### config.mk
export PLATFORM = sky130hd
export DESIGN_NAME = rpsi_fci_serializer_top
export DESIGN_NICKNAME = d
export VERILOG_FILES = /design/src/rfs_pkg.sv /design/src/rfs_front.sv /design/src/rfs_back.sv /design/src/rpsi_fci_serializer_top.sv
export SDC_FILE = /design/constraint.sdc
export NUM_CORES = 1
export LEC_CHECK = 0
export ABC_CLOCK_PERIOD_IN_PS = 3900
export BUFFER_PORTS_ARGS = -buffer_cell sky130_fd_sc_hd__buf_2
export CAP_MARGIN = 20
export CORE_AREA = 2 2 179 137
export CTS_BUF_LIST = sky130_fd_sc_hd__clkbuf_4
export DETAILED_ROUTE_END_ITERATION = 6
export DIE_AREA = 0 0 181 139
export PLACE_DENSITY = 0.87
export SYNTH_ARGS = -nofsm -noshare
export SYNTH_HDL_FRONTEND = slang
export SYNTH_SLANG_ARGS = --single-unit
### constraint.sdc
create_clock -name clk -period 3.9 [get_ports clk]
set_clock_uncertainty 0.2 [all_clocks]
set_input_delay 0.39 -clock clk [delete_from_list [all_inputs] [get_ports clk]]
set_output_delay 0.39 -clock clk [all_outputs]
set_load 0.005 [all_outputs]
### src/rfs_pkg.sv
// ----------------------------------------------------------------------------
// rfs_pkg
// Shared types, constants and helpers of the RPSI feedback body serializer.
// ----------------------------------------------------------------------------
package rfs_pkg;

	localparam int PID_W      = 64;
	localparam int GRP_W      = 7;
	localparam int GCNT_W     = 4;
	localparam int IDX_W      = 5;
	localparam int CFG_IDX_W  = 2;
	localparam int CFG_DATA_W = 32;
	localparam int PT_W       = 7;
	localparam int QUEUE_DEPTH = 2;

	// Register indexes of the configuration port
	localparam logic [CFG_IDX_W-1:0] REG_SENDER_SSRC  = 2'd0;
	localparam logic [CFG_IDX_W-1:0] REG_MEDIA_SSRC   = 2'd1;
	localparam logic [CFG_IDX_W-1:0] REG_PAYLOAD_TYPE = 2'd2;

	// Byte positions of the fixed part of the body
	localparam logic [IDX_W-1:0] POS_PB      = 5'd8;
	localparam logic [IDX_W-1:0] POS_PT      = 5'd9;
	localparam logic [IDX_W-1:0] POS_GROUPS  = 5'd10;
	localparam logic [IDX_W-1:0] POS_LAST_FIXED = 5'd9;

	localparam logic [GCNT_W-1:0] MAX_GROUPS = 4'd10;
	localparam logic [7:0]        CONT_FLAG  = 8'h80;

	// One classified item: identifier and number of 7-bit groups (1..10)
	typedef struct packed {
		logic [PID_W-1:0]  pid;
		logic [GCNT_W-1:0] groups;
	} job_t;

	// Configuration register file
	typedef struct packed {
		logic [CFG_DATA_W-1:0] sender_ssrc;
		logic [CFG_DATA_W-1:0] media_ssrc;
		logic [PT_W-1:0]       payload_type;
	} cfg_t;

	// Sequencer status seen by the top level
	typedef struct packed {
		logic             busy;
		logic [IDX_W-1:0] idx;
	} back_stat_t;

	// Pick 7-bit group j of the identifier; the top group holds only bit 63
	function automatic logic [GRP_W-1:0] get_group(input logic [PID_W-1:0] pid,
		input logic [GCNT_W-1:0] j);
		logic [GRP_W-1:0] g;
		g = '0;
		case (j)
			4'd0: g = pid[6:0];
			4'd1: g = pid[13:7];
			4'd2: g = pid[20:14];
			4'd3: g = pid[27:21];
			4'd4: g = pid[34:28];
			4'd5: g = pid[41:35];
			4'd6: g = pid[48:42];
			4'd7: g = pid[55:49];
			4'd8: g = pid[62:56];
			4'd9: g = {6'd0, pid[63]};
			default: g = '0;
		endcase
		return g;
	endfunction

endpackage

### src/rfs_front.sv
// ----------------------------------------------------------------------------
// rfs_front
// Accepts identifiers, counts their 7-bit groups and queues them for the
// byte sequencer.
// ----------------------------------------------------------------------------
module rfs_front (
	input  logic                      clk,
	input  logic                      arst_n,
	input  logic                      push,
	output logic                      full,
	input  logic [rfs_pkg::PID_W-1:0] pic_ref,
	output logic                      job_valid,
	output rfs_pkg::job_t             job,
	input  logic                      job_take
);
	import rfs_pkg::*;

	job_t             mem_q [QUEUE_DEPTH];
	logic             wr_ptr_q;
	logic             rd_ptr_q;
	logic [1:0]       cnt_q;
	logic [GCNT_W-1:0] groups;
	logic             push_fire;

	// Count groups: highest nonzero group plus one, at least one
	always_comb begin
		groups = 4'd1;
		for (int g = 1; g < 10; g++) begin
			if (get_group(pic_ref, 4'(g)) != '0) begin
				groups = 4'(g + 1);
			end
		end
	end

	assign full      = (cnt_q == 2'(QUEUE_DEPTH));
	assign push_fire = push && !full;
	assign job_valid = (cnt_q != 2'd0);
	assign job       = mem_q[rd_ptr_q];

	// Store classified item
	always_ff @(posedge clk) begin
		if (push_fire) begin
			mem_q[wr_ptr_q] <= '{pid: pic_ref, groups: groups};
		end
	end

	// Advance pointers and fill count
	always_ff @(posedge clk or negedge arst_n) begin
		if (!arst_n) begin
			wr_ptr_q <= 1'b0;
			rd_ptr_q <= 1'b0;
			cnt_q    <= 2'd0;
		end else begin
			if (push_fire) begin
				wr_ptr_q <= !wr_ptr_q;
			end
			if (job_take) begin
				rd_ptr_q <= !rd_ptr_q;
			end
			if (push_fire && !job_take) begin
				cnt_q <= cnt_q + 2'd1;
			end else if (!push_fire && job_take) begin
				cnt_q <= cnt_q - 2'd1;
			end
		end
	end

endmodule

### src/rfs_back.sv
// ----------------------------------------------------------------------------
// rfs_back
// Byte sequencer: walks one queued item through the feedback body, one byte
// per cycle while there is room, into a two-entry result queue.
// ----------------------------------------------------------------------------
module rfs_back (
	input  logic               clk,
	input  logic               arst_n,
	input  rfs_pkg::cfg_t      cfg,
	input  logic               job_valid,
	input  rfs_pkg::job_t      job,
	output logic               job_take,
	output rfs_pkg::back_stat_t stat,
	output logic               empty,
	input  logic               pop,
	output logic [7:0]         out_byte,
	output logic               last_byte
);
	import rfs_pkg::*;

	// Current item
	logic              busy_q;
	logic [IDX_W-1:0]  idx_q;
	logic [IDX_W-1:0]  last_idx_q;
	logic [PID_W-1:0]  pid_q;
	logic [GCNT_W-1:0] groups_q;
	logic [1:0]        pad_q;

	// Result queue
	logic [8:0]        oq_q [QUEUE_DEPTH];
	logic              owr_q;
	logic              ord_q;
	logic [1:0]        ocnt_q;

	logic              pop_fire;
	logic              room;
	logic              emit;
	logic              at_end;
	logic [7:0]        byte_d;
	logic [IDX_W-1:0]  gi;
	logic [GCNT_W-1:0] gj;
	logic [1:0]        pad_d;

	assign pop_fire = pop && !empty;
	assign room     = (ocnt_q != 2'(QUEUE_DEPTH)) || pop_fire;
	assign emit     = busy_q && room;
	assign at_end   = (idx_q == last_idx_q);
	assign job_take = job_valid && (!busy_q || (emit && at_end));
	assign pad_d    = 2'(4'd2 - job.groups);
	assign stat     = '{busy: busy_q, idx: idx_q};

	// Select the byte at the current position
	always_comb begin
		gi     = idx_q - POS_GROUPS;
		gj     = groups_q - 4'd1 - gi[GCNT_W-1:0];
		byte_d = 8'd0;
		if (idx_q <= POS_LAST_FIXED) begin
			unique case (idx_q)
				5'd0:    byte_d = cfg.sender_ssrc[31:24];
				5'd1:    byte_d = cfg.sender_ssrc[23:16];
				5'd2:    byte_d = cfg.sender_ssrc[15:8];
				5'd3:    byte_d = cfg.sender_ssrc[7:0];
				5'd4:    byte_d = cfg.media_ssrc[31:24];
				5'd5:    byte_d = cfg.media_ssrc[23:16];
				5'd6:    byte_d = cfg.media_ssrc[15:8];
				5'd7:    byte_d = cfg.media_ssrc[7:0];
				POS_PB:  byte_d = {3'd0, pad_q, 3'd0};
				POS_PT:  byte_d = {1'b0, cfg.payload_type};
				default: byte_d = 8'd0;
			endcase
		end else if (gi < {1'b0, groups_q}) begin
			byte_d = ((gj != '0) ? CONT_FLAG : 8'd0) | {1'b0, get_group(pid_q, gj)};
		end
	end

	// Load item payload
	always_ff @(posedge clk) begin
		if (job_take) begin
			pid_q      <= job.pid;
			groups_q   <= job.groups;
			pad_q      <= pad_d;
			last_idx_q <= 5'(POS_LAST_FIXED + {1'b0, job.groups} + {3'd0, pad_d});
		end
	end

	// Advance through the body
	always_ff @(posedge clk or negedge arst_n) begin
		if (!arst_n) begin
			busy_q <= 1'b0;
			idx_q  <= '0;
		end else if (job_take) begin
			busy_q <= 1'b1;
			idx_q  <= '0;
		end else if (emit) begin
			if (at_end) begin
				busy_q <= 1'b0;
			end else begin
				idx_q <= idx_q + 5'd1;
			end
		end
	end

	// Hold results until popped
	always_ff @(posedge clk) begin
		if (emit) begin
			oq_q[owr_q] <= {at_end, byte_d};
		end
	end

	always_ff @(posedge clk or negedge arst_n) begin
		if (!arst_n) begin
			owr_q  <= 1'b0;
			ord_q  <= 1'b0;
			ocnt_q <= 2'd0;
		end else begin
			if (emit) begin
				owr_q <= !owr_q;
			end
			if (pop_fire) begin
				ord_q <= !ord_q;
			end
			if (emit && !pop_fire) begin
				ocnt_q <= ocnt_q + 2'd1;
			end else if (!emit && pop_fire) begin
				ocnt_q <= ocnt_q - 2'd1;
			end
		end
	end

	assign empty     = (ocnt_q == 2'd0);
	assign out_byte  = oq_q[ord_q][7:0];
	assign last_byte = oq_q[ord_q][8];

endmodule

### src/rpsi_fci_serializer_top.sv
// ----------------------------------------------------------------------------
// rpsi_fci_serializer_top
// RPSI feedback body serializer: one 64-bit picture identifier in, the
// feedback control information body out, one byte per transfer.
//
// Input channel: drive pic_ref and raise push; a transfer happens on a
// clock edge with push high and full low. Up to two identifiers are queued.
// Result channel: while empty is low, out_byte/last_byte show the oldest
// byte; a transfer happens on an edge with pop high. last_byte marks the
// final byte of each body. Each body is 12 to 20 bytes (10 fixed bytes,
// 1 to 10 identifier groups, 0 to 3 zero bytes of padding).
// An item moves from the input queue into the sequencer, which registers
// its bytes into the result queue at one byte per cycle while that queue
// has room; bodies follow each other with no gap while queued.
// Configuration: cfg_we writes cfg_wdata into register cfg_index
// (0 sender SSRC, 1 media SSRC, 2 payload type); write only while idle.
// Reset clears both queues and the registers. When the receiver stalls,
// the result queue fills and the sequencer holds; the input queue then
// fills and full rises.
// ----------------------------------------------------------------------------
module rpsi_fci_serializer_top (
	input  logic                          clk,
	input  logic                          arst_n,
	input  logic                          push,
	output logic                          full,
	input  logic [rfs_pkg::PID_W-1:0]     pic_ref,
	output logic                          empty,
	input  logic                          pop,
	output logic [7:0]                    out_byte,
	output logic                          last_byte,
	input  logic                          cfg_we,
	input  logic [rfs_pkg::CFG_IDX_W-1:0] cfg_index,
	input  logic [rfs_pkg::CFG_DATA_W-1:0] cfg_wdata
);
	import rfs_pkg::*;

	cfg_t       cfg_q;
	job_t       job;
	logic       job_valid;
	logic       job_take;
	back_stat_t stat;

	// Write configuration registers
	always_ff @(posedge clk or negedge arst_n) begin
		if (!arst_n) begin
			cfg_q <= '0;
		end else if (cfg_we) begin
			unique case (cfg_index)
				REG_SENDER_SSRC:  cfg_q.sender_ssrc  <= cfg_wdata;
				REG_MEDIA_SSRC:   cfg_q.media_ssrc   <= cfg_wdata;
				REG_PAYLOAD_TYPE: cfg_q.payload_type <= cfg_wdata[PT_W-1:0];
				default: ;
			endcase
		end
	end

	rfs_front u_front (
		.clk        (clk),
		.arst_n     (arst_n),
		.push       (push),
		.full       (full),
		.pic_ref    (pic_ref),
		.job_valid  (job_valid),
		.job        (job),
		.job_take   (job_take)
	);

	rfs_back u_back (
		.clk       (clk),
		.arst_n    (arst_n),
		.cfg       (cfg_q),
		.job_valid (job_valid),
		.job       (job),
		.job_take  (job_take),
		.stat      (stat),
		.empty     (empty),
		.pop       (pop),
		.out_byte  (out_byte),
		.last_byte (last_byte)
	);

	// A full input queue always offers an item to the sequencer
	a_full_offers: assert property (@(posedge clk) disable iff (!arst_n)
		full |-> job_valid)
		else $error("input queue full but no item offered");

	// The sequencer only takes an item that is offered
	a_take_valid: assert property (@(posedge clk) disable iff (!arst_n)
		job_take |-> job_valid)
		else $error("sequencer took from an empty queue");

	// A body never runs past twenty bytes
	a_idx_range: assert property (@(posedge clk) disable iff (!arst_n)
		stat.busy |-> (stat.idx < 5'd20))
		else $error("sequencer position out of range");

	// Taking a new item restarts the body at its first byte
	a_restart: assert property (@(posedge clk) disable iff (!arst_n)
		job_take |=> (stat.busy && stat.idx == '0))
		else $error("new item did not start at byte zero");

endmodule
Word-level counts from Yosys, hierarchy flattened
Memories as Yosys holds them, arrays and structs flattened.
Cells that the tools add are included.
{"block": "word_totals", "mem_bits_rw": 154, "elab_cells": 130, "mem_count": 2, "input_bits": 103, "regBits": 160, "out_inout_bits": 11}
{"name": "u_front.mem_q", "words": 2, "word_bits": 68, "read_ports": 1, "rd_clocked_by_memory_dff": 0, "wr": 1, "line": "rfs_front.sv:18", "rtl": "job_t mem_q [QUEUE_DEPTH];"}
{"name": "u_back.oq_q", "words": 2, "word_bits": 9, "read_ports": 1, "rd_clocked_by_memory_dff": 0, "wr": 1, "line": "rfs_back.sv:30", "rtl": "logic [8:0] oq_q [QUEUE_DEPTH];"}
{"block": "classes", "bitwise_logic": 1, "n_addsub": 11, "n_reduce_logical": 45, "muxes": 30, "n_eq_ne": 24, "magnitude_cmp": 2}
{"op": "$pmux W8 S10", "count": 1}
{"op": "$pmux W7 S10", "count": 1}
{"op": "$reduce_bool A7 Y1", "count": 8}
{"op": "$mux W4", "count": 7}
{"op": "$mux W8", "count": 3}
{"op": "$eq A5 B3 Y1 const B", "count": 4}
{"op": "$eq A4 B3 Y1 const B", "count": 4}
{"op": "$mux W5", "count": 3}
{"op": "$mux W7", "count": 2}
{"op": "$mux W2", "count": 6}
{"op": "$logic_not A1 Y1", "count": 11}
{"op": "$eq A5 B2 Y1 const B", "count": 2}
{"op": "$eq A5 B4 Y1 const B", "count": 2}
{"op": "$reduce_and A2 Y1", "count": 5}
{"op": "$reduce_bool A2 Y1", "count": 5}
{"op": "$logic_and A1 B1 Y1", "count": 9}
{"op": "$eq A4 B2 Y1 const B", "count": 2}
{"op": "$eq A4 B4 Y1 const B", "count": 2}
{"op": "$or A8 B7 Y8", "count": 1}
{"op": "$mux W1", "count": 7}
{"op": "$add A4 B4 Y5 const A", "count": 1}
{"op": "$add A5 B1 Y5 const B", "count": 1}
{"op": "$add A5 B2 Y5", "count": 1}
{"op": "$eq A5 B1 Y1 const B", "count": 1}
{"op": "other kinds (18)", "count": 24}

Depth between registers and ports, before layout
{"block": "logic_depth", "depth_word": 11, "ltp_mapped": 12, "depth_no_buf": 10}

Modules after synthesis
From an unflattened synthesis, not the netlist that was laid out.
{"block": "hier_totals", "cells_unflattened": 792, "hier_area_um2": 13032.5}
{"module": "rfs_front", "instances": 1, "seq_area_each_um2": 4184.0, "cells_per_inst": 267, "area_each_um2": 5336.4}
{"module": "rfs_back", "instances": 1, "seq_area_each_um2": 2982.9, "cells_per_inst": 374, "area_each_um2": 5018.6}
{"module": "rpsi_fci_serializer_top", "instances": 1, "seq_area_each_um2": 1776.7, "cells_per_inst": 151, "area_each_um2": 2677.6}

Least setup slack after synthesis
No wires, ideal clock.
{"block": "synth_timing", "path_type": "reg-to-reg", "from": "reg u_front.cnt_q[0]", "to": "mem u_front.mem_q[0][0] in the netlist's numbering, enable pin", "setup_slack_ns": -0.286, "path_buffers": 0, "path_stages_with_launch": 4, "synth_period_minus_slack_ns": 4.186, "setup_ns": 0.494, "arrival_time_ns": 3.491, "required_time_ns": 3.206, "path_cell_list": "dfrtp_1 nand2b_1 nand2_1 nor2_1"}
{"block": "synth_via", "elab_chain_len": 5}
{"element": "start, declared", "line": "rfs_front.sv:21", "rtl": "logic [1:0] cnt_q;"}
{"element": "start signal, assigned", "line": "rfs_front.sv:61", "rtl": "cnt_q <= cnt_q + 2'd1;"}
{"element": "start signal, assigned", "line": "rfs_front.sv:63", "rtl": "cnt_q <= cnt_q - 2'd1;"}
{"element": "$eq A2 B2 Y1", "line": "rfs_front.sv:35", "rtl": "assign full = (cnt_q == 2'(QUEUE_DEPTH));"}
{"element": "$logic_not A1 Y1", "line": "rfs_front.sv:36", "rtl": "assign push_fire = push && !full;"}
{"element": "$logic_and A1 B1 Y1", "line": "rfs_front.sv:36"}
{"element": "$mux W1", "line": "rfs_front.sv:42", "rtl": "if (push_fire) begin"}
{"element": "$mux W1 (implied by the code)", "line": "rfs_front.sv:43", "rtl": "mem_q[wr_ptr_q] <= '{pid: pic_ref, groups: groups};"}
{"element": "end, declared", "line": "rfs_front.sv:18"}
Every way passes these cells.

Worst setup path after layout
{"block": "layout_timing", "from": "reg u_back.idx_q[1]", "to": "mem u_back.oq_q[1][2] (data pin)"}
{"block": "layout_via", "elab_chain_len": 9, "elab_cells_between_ends": 31, "cone_classes": "add/sub: 2; order compare: 2; eq/ne: 18; mux: 6; bitwise: 1; reduce/logical: 2"}
{"element": "start, declared", "line": "rfs_back.sv:23", "rtl": "logic [IDX_W-1:0] idx_q;"}
{"element": "start signal, assigned", "line": "rfs_back.sv:98", "rtl": "idx_q <= idx_q + 5'd1;"}
{"element": "$sub A5 B4 Y5", "line": "rfs_back.sv:54", "rtl": "gi = idx_q - POS_GROUPS;"}
{"element": "$sub A4 B4 Y4", "line": "rfs_back.sv:55", "rtl": "gj = groups_q - 4'd1 - gi[GCNT_W-1:0];"}
{"element": "$eq A4 B4 Y1 (tied with other cells)", "line": "rfs_pkg.sv:54", "rtl": "case (j)"}
{"element": "$pmux W7 S10", "line": "rfs_pkg.sv:54"}
{"element": "$mux W7", "line": "rfs_back.sv:71", "rtl": "end else if (gi < {1'b0, groups_q}) begin"}
{"element": "$mux W7", "line": "rfs_back.sv:57", "rtl": "if (idx_q <= POS_LAST_FIXED) begin"}
{"element": "$or A8 B7 Y8", "line": "rfs_back.sv:72", "rtl": "byte_d = ((gj != '0) ? CONT_FLAG : 8'd0) | {1'b0, get_group(pid_q, gj)};"}
{"element": "$mux W8", "line": "rfs_back.sv:71"}
{"element": "$mux W8 (*)", "line": "rfs_back.sv:57"}
{"element": "via u_back.byte_d[2]", "line": "rfs_back.sv:39", "rtl": "logic [7:0] byte_d;"}
{"element": "end, declared", "line": "rfs_back.sv:30"}
Mark *: on every way through the listed nets, which the timed path passes. The rest lies on a longest branch. The select of a mux whose other input is x is not followed.

==> results by stage <==
Status:
- The run finished with clean final reports.

Setup path:
- The worst setup slack for register-to-register paths is 300 ps.
- STA classifies the critical path startpoint as a register.
- Counting cells, the worst reg-to-reg path comes to 11.
- The type of the setup path with the least slack is reg -> reg.
- The worst setup path is captured at a register.
- The maximum fanout count along the critical path is 18.
- In this run the critical register-to-register path is launched from u_back.idx_q[1].
- The capturing point of the worst reg2reg path is u_back.oq_q[1][2].
- The arrival time of data at the critical path endpoint is 3800 ps.
- The required time reported for the critical path endpoint is 4100 ps.

Clock network:
- The TritonCTS sink count is 312.
- The number of buffers added by the clock tree synthesis step is 75.
- The number of buffers added for setup after CTS is 0.
- The number of gates resized after CTS was 0.
- The post-cts hold buffer count is 99.
- The number of levels the H-tree was split into is 3.
- The source-to-sink clock delay at the later pin of the worst-skew pair is around 700 ps.
- The root buffer selected by CTS is sky130_fd_sc_hd__clkbuf_4.
- The CTS tree is yes.
- The clock slew at the register clock pins of the worst setup and hold paths is 80 ps.
- The number of buffers between clock root and the deepest sink is 3.

Layout:
- The number of fill cells in the layout is about 1500.
- The area growth from synthesis to layout is 22.3%.
- The multi-input logic area is 3820 sq um.
- The post-layout net count is roughly 1200.
- The number of standard cells in the final layout excluding fillers is roughly 1500.
- Registers take between 8000 and 9000 sq um.
- The ratio of cells with drive above 1 in the final layout is 0.359.

Logic synthesis:
- Of the total synthesized cell area, the portion taken by full adders, half adders and majority gates is 0.0180.
- The portion of synthesized area spent on multiplexers is 0.154.
- The share of the Yosys chip area taken by registers is 0.690.
- The share of synthesized area in the top cell type comes to 0.526.
- The synthesized instance count is just over 800.
- Of all flip-flops after synthesis, the portion carrying an async set or reset was 0.272.
- Of the total synthesized cell area, the portion taken by XOR and XNOR cells is 0.0155.
- Counting every net in the synthesized netlist gives around 940.
- The most common cell in the synthesized netlist is sky130_fd_sc_hd__edfxtp_1.
- The count of yosys warnings during synthesis is 0.
- The synthesized area per cell is 15.9 sq um.
- After synthesis, the cell types taking the most area are sky130_fd_sc_hd__edfxtp_1 53%, sky130_fd_sc_hd__dfrtp_1 16%, sky130_fd_sc_hd__mux2_2 13%, sky130_fd_sc_hd__ha_1 1.6%, sky130_fd_sc_hd__mux2i_1 1.5%.
- After synthesis, the largest family of logic cells by area is multiplexers.
- The number of enable-type register cells in the synthesized netlist is 227.
- The biggest area contributor in the post-synthesis netlist is sky130_fd_sc_hd__edfxtp_1.
- Of the total synthesized cell area, the portion taken by AND, OR, NAND and NOR gates is 0.0534.
- The compound-gate portion of the synthesized area came to 0.0520.
- Counting distinct cell types in the post-synthesis netlist gives 61.
- Counting instances in the post-synthesis netlist gives the leading cell types as 227 x sky130_fd_sc_hd__edfxtp_1, 150 x sky130_fd_sc_hd__mux2_2, 85 x sky130_fd_sc_hd__dfrtp_1.
- Synthesis inferred around 310 register bits.
- After synthesis the cells add up to 13000 sq um.
- In the synthesized netlist the dominant register cell turns out to be sky130_fd_sc_hd__edfxtp_1.

STA:
- The number of failing setup endpoints in the final timing report is 0.
- The hold violation count in the final report is 0.
- At the pin with the least slew margin, the transition time is 854 ps.
- The final critical path time including I/O delays and setup is between 3000 and 4000 ps.
- The worst pin sits at a relative slew slack of 0.431.
- The number of pins with negative max-slew slack in the final report is 0.
- The final period utilization is 0.923.
- Timing would allow up to about 280 MHz.
- The final setup slack of the worst path is around 300 ps.
- Hold is met by 115 ps.
- The setup total negative slack is 0 ps.
- Setup repair after global routing left no endpoint under its margin.

Detailed routing:
- The number of design-rule violations left by the first detailed-router iteration is 1080.
- The routed layout has roughly 8300 vias.
- After detailed routing, the number of remaining DRC violations is 0.
- The wire length per cell is approximately 21 um.
- The detail route stage leaves a number of antenna-violating nets equal to 0.
- The average via count per standard cell is 5.75.
- The first detailed-routing pass ran for 6 iterations.
- The total routed wirelength is 30700 um.

Placement:
- At the placement stage, the worst setup path has a slack of 379 ps.
- The final weighted congestion in routability-driven placement is 0.930.
- The number of port buffers is 113.
- The number of placed instances, taps included, is 1218.
- The final HPWL from detailed placement is 18700 um.

Power:
- In this run the power density over the cells is 744 nW/um^2.
- Overall power consumption after layout is estimated at 11.8 mW.
- IR analysis of the VDD net gives a maximum drop of 0.460 mV.
- Summed over all cells, the static leakage comes to 6.08 nW.

Hold path:
- In this run the worst hold path is classified as in -> async.

Job:
- The max-capacitance violation count is 0.

Die:
- The die outline width is around 180 um.
- The site row count is 49.
- In this run the vertical extent of the chip is about 140 um.
- The area of the core region is 23500 sq um.
- The initial core utilization is 0.550.
- The I/O pin count is 114.
- The die covers 25200 sq um.

Global route:
- The first global-routing pass estimated approximately 48000 um of wire.
- The via count of the first global-routing pass was 8611.
- Entering global routing, the biggest net connects 58 pins.
- The number of antenna violations at the first check in global routing is 1.
- Across every metal layer, demand over resource in global routing totals 0.248.
- The total congestion overflow after global routing is 0.
## stage by stage
step	area [sq um]	utilization
after floorplan	13000	-
after global placement	13900	0.592
after detailed placement	13900	0.592
after CTS	15800	0.673
after global routing	15800	0.673
final	15800	0.673
## logic make-up (layout without fill, tap and decap cells)
logic type / after synthesis / count (layout)
xor gates and xnor gates: 22 / 22
and+or+nand+nor: 137 / 137
other: 0 / 1
AOI/OAI and AO/OA: 100 / 100
DFF: 312 / 312
muxes: 175 / 175
adders and majority gates: 18 / 18
buffers and inverters: 52 / 379
## worst max path at each step
stage | startpoint | to | slack, ps
floorplan | u_back.idx_q[1] | u_back.oq_q[0][6] | 770
global placement | u_back.idx_q[1] | u_back.oq_q[0][2] | 460
detailed placement | u_back.idx_q[1] | u_back.oq_q[0][2] | 380
CTS | u_back.idx_q[1] | u_back.oq_q[1][2] | 350
global route | u_back.idx_q[1] | u_back.oq_q[1][2] | 100
finish | u_back.idx_q[1] | u_back.oq_q[1][2] | 300
## final cells by class
class / count / area share
sequential: 312 / 0.564
multi-input combinational: 452 / 0.241
timing repair buffer: 230 / 0.108
clock buffer: 102 / 0.0483
tap: 306 / 0.0242
clock inverter: 30 / 0.0102
inverter: 17 / 0.00403
antenna: 1 / 0.000158
## cells in the final DEF (no fill, tap or decap), types with 7 or more instances in the layout
| cell type | instances |
|---|---|
| sky130_fd_sc_hd__edfxtp_1 | 227 |
| sky130_fd_sc_hd__mux2_2 | 150 |
| sky130_fd_sc_hd__buf_2 | 112 |
| sky130_fd_sc_hd__clkbuf_4 | 102 |
| sky130_fd_sc_hd__dlygate4sd3_1 | 99 |
| sky130_fd_sc_hd__dfrtp_1 | 84 |
| sky130_fd_sc_hd__nand2_1 | 38 |
| sky130_fd_sc_hd__nor2_1 | 24 |
| sky130_fd_sc_hd__a21oi_1 | 21 |
| sky130_fd_sc_hd__mux2i_1 | 20 |
| sky130_fd_sc_hd__nand3_1 | 18 |
| sky130_fd_sc_hd__clkinv_1 | 18 |
| sky130_fd_sc_hd__buf_4 | 18 |
| sky130_fd_sc_hd__inv_1 | 17 |
| sky130_fd_sc_hd__ha_1 | 17 |
| sky130_fd_sc_hd__o21ai_0 | 16 |
| sky130_fd_sc_hd__xnor2_1 | 11 |
| sky130_fd_sc_hd__a22oi_1 | 10 |
| sky130_fd_sc_hd__xor2_1 | 9 |
| sky130_fd_sc_hd__nor2b_1 | 8 |
| sky130_fd_sc_hd__nor3_1 | 8 |
| sky130_fd_sc_hd__nor4_1 | 8 |
| sky130_fd_sc_hd__a31oi_1 | 7 |
| sky130_fd_sc_hd__clkinv_2 | 7 |
## per-layer routing
| layer | global-route usage | routed length, um | up-vias |
|---|---|---|---|
| met5 | 0 | 0 | - |
| met2 | 0.377 | 14100 | 440 |
| met1 | 0.357 | 13000 | 4110 |
| li1 | - | - | 3711 |
| met3 | 0.0528 | 2710 | 82 |
| met4 | 0.0933 | 874 | 0 |
## worst max-delay path: stages (launching register included)
cell and delay, ps:
sky130_fd_sc_hd__dfrtp_1 530, sky130_fd_sc_hd__inv_1 200, sky130_fd_sc_hd__ha_1 360, sky130_fd_sc_hd__inv_1 50, sky130_fd_sc_hd__ha_1 350, sky130_fd_sc_hd__xnor2_2 270
sky130_fd_sc_hd__buf_4 280, sky130_fd_sc_hd__mux4_2 530, sky130_fd_sc_hd__mux2i_1 220, sky130_fd_sc_hd__nor2_1 60, sky130_fd_sc_hd__a31oi_1 180, sky130_fd_sc_hd__o21ai_1 90
## sequential cells by signal, indices dropped and copies added, names as in the netlist
register	cells
u_front.rd_ptr_q	1
u_back.idx_q	5
u_back.groups_q	3
u_back.owr_q	1
u_back.pid_q	64
u_back.busy_q	1
u_back.ord_q	1
u_front.wr_ptr_q	1
u_back.last_idx_q	4
u_front.mem_q	136
cfg_q	71
u_back.ocnt_q	2
u_back.oq_q	18
u_back.pad_q	2
u_front.cnt_q	2
## power breakdown
part,switching (mW),internal [mW]
clock,1.33,1.30
combinational,2.38,1.78
sequential,0.419,4.59
total,4.13,7.67
Power figures use the tool's default switching activity.
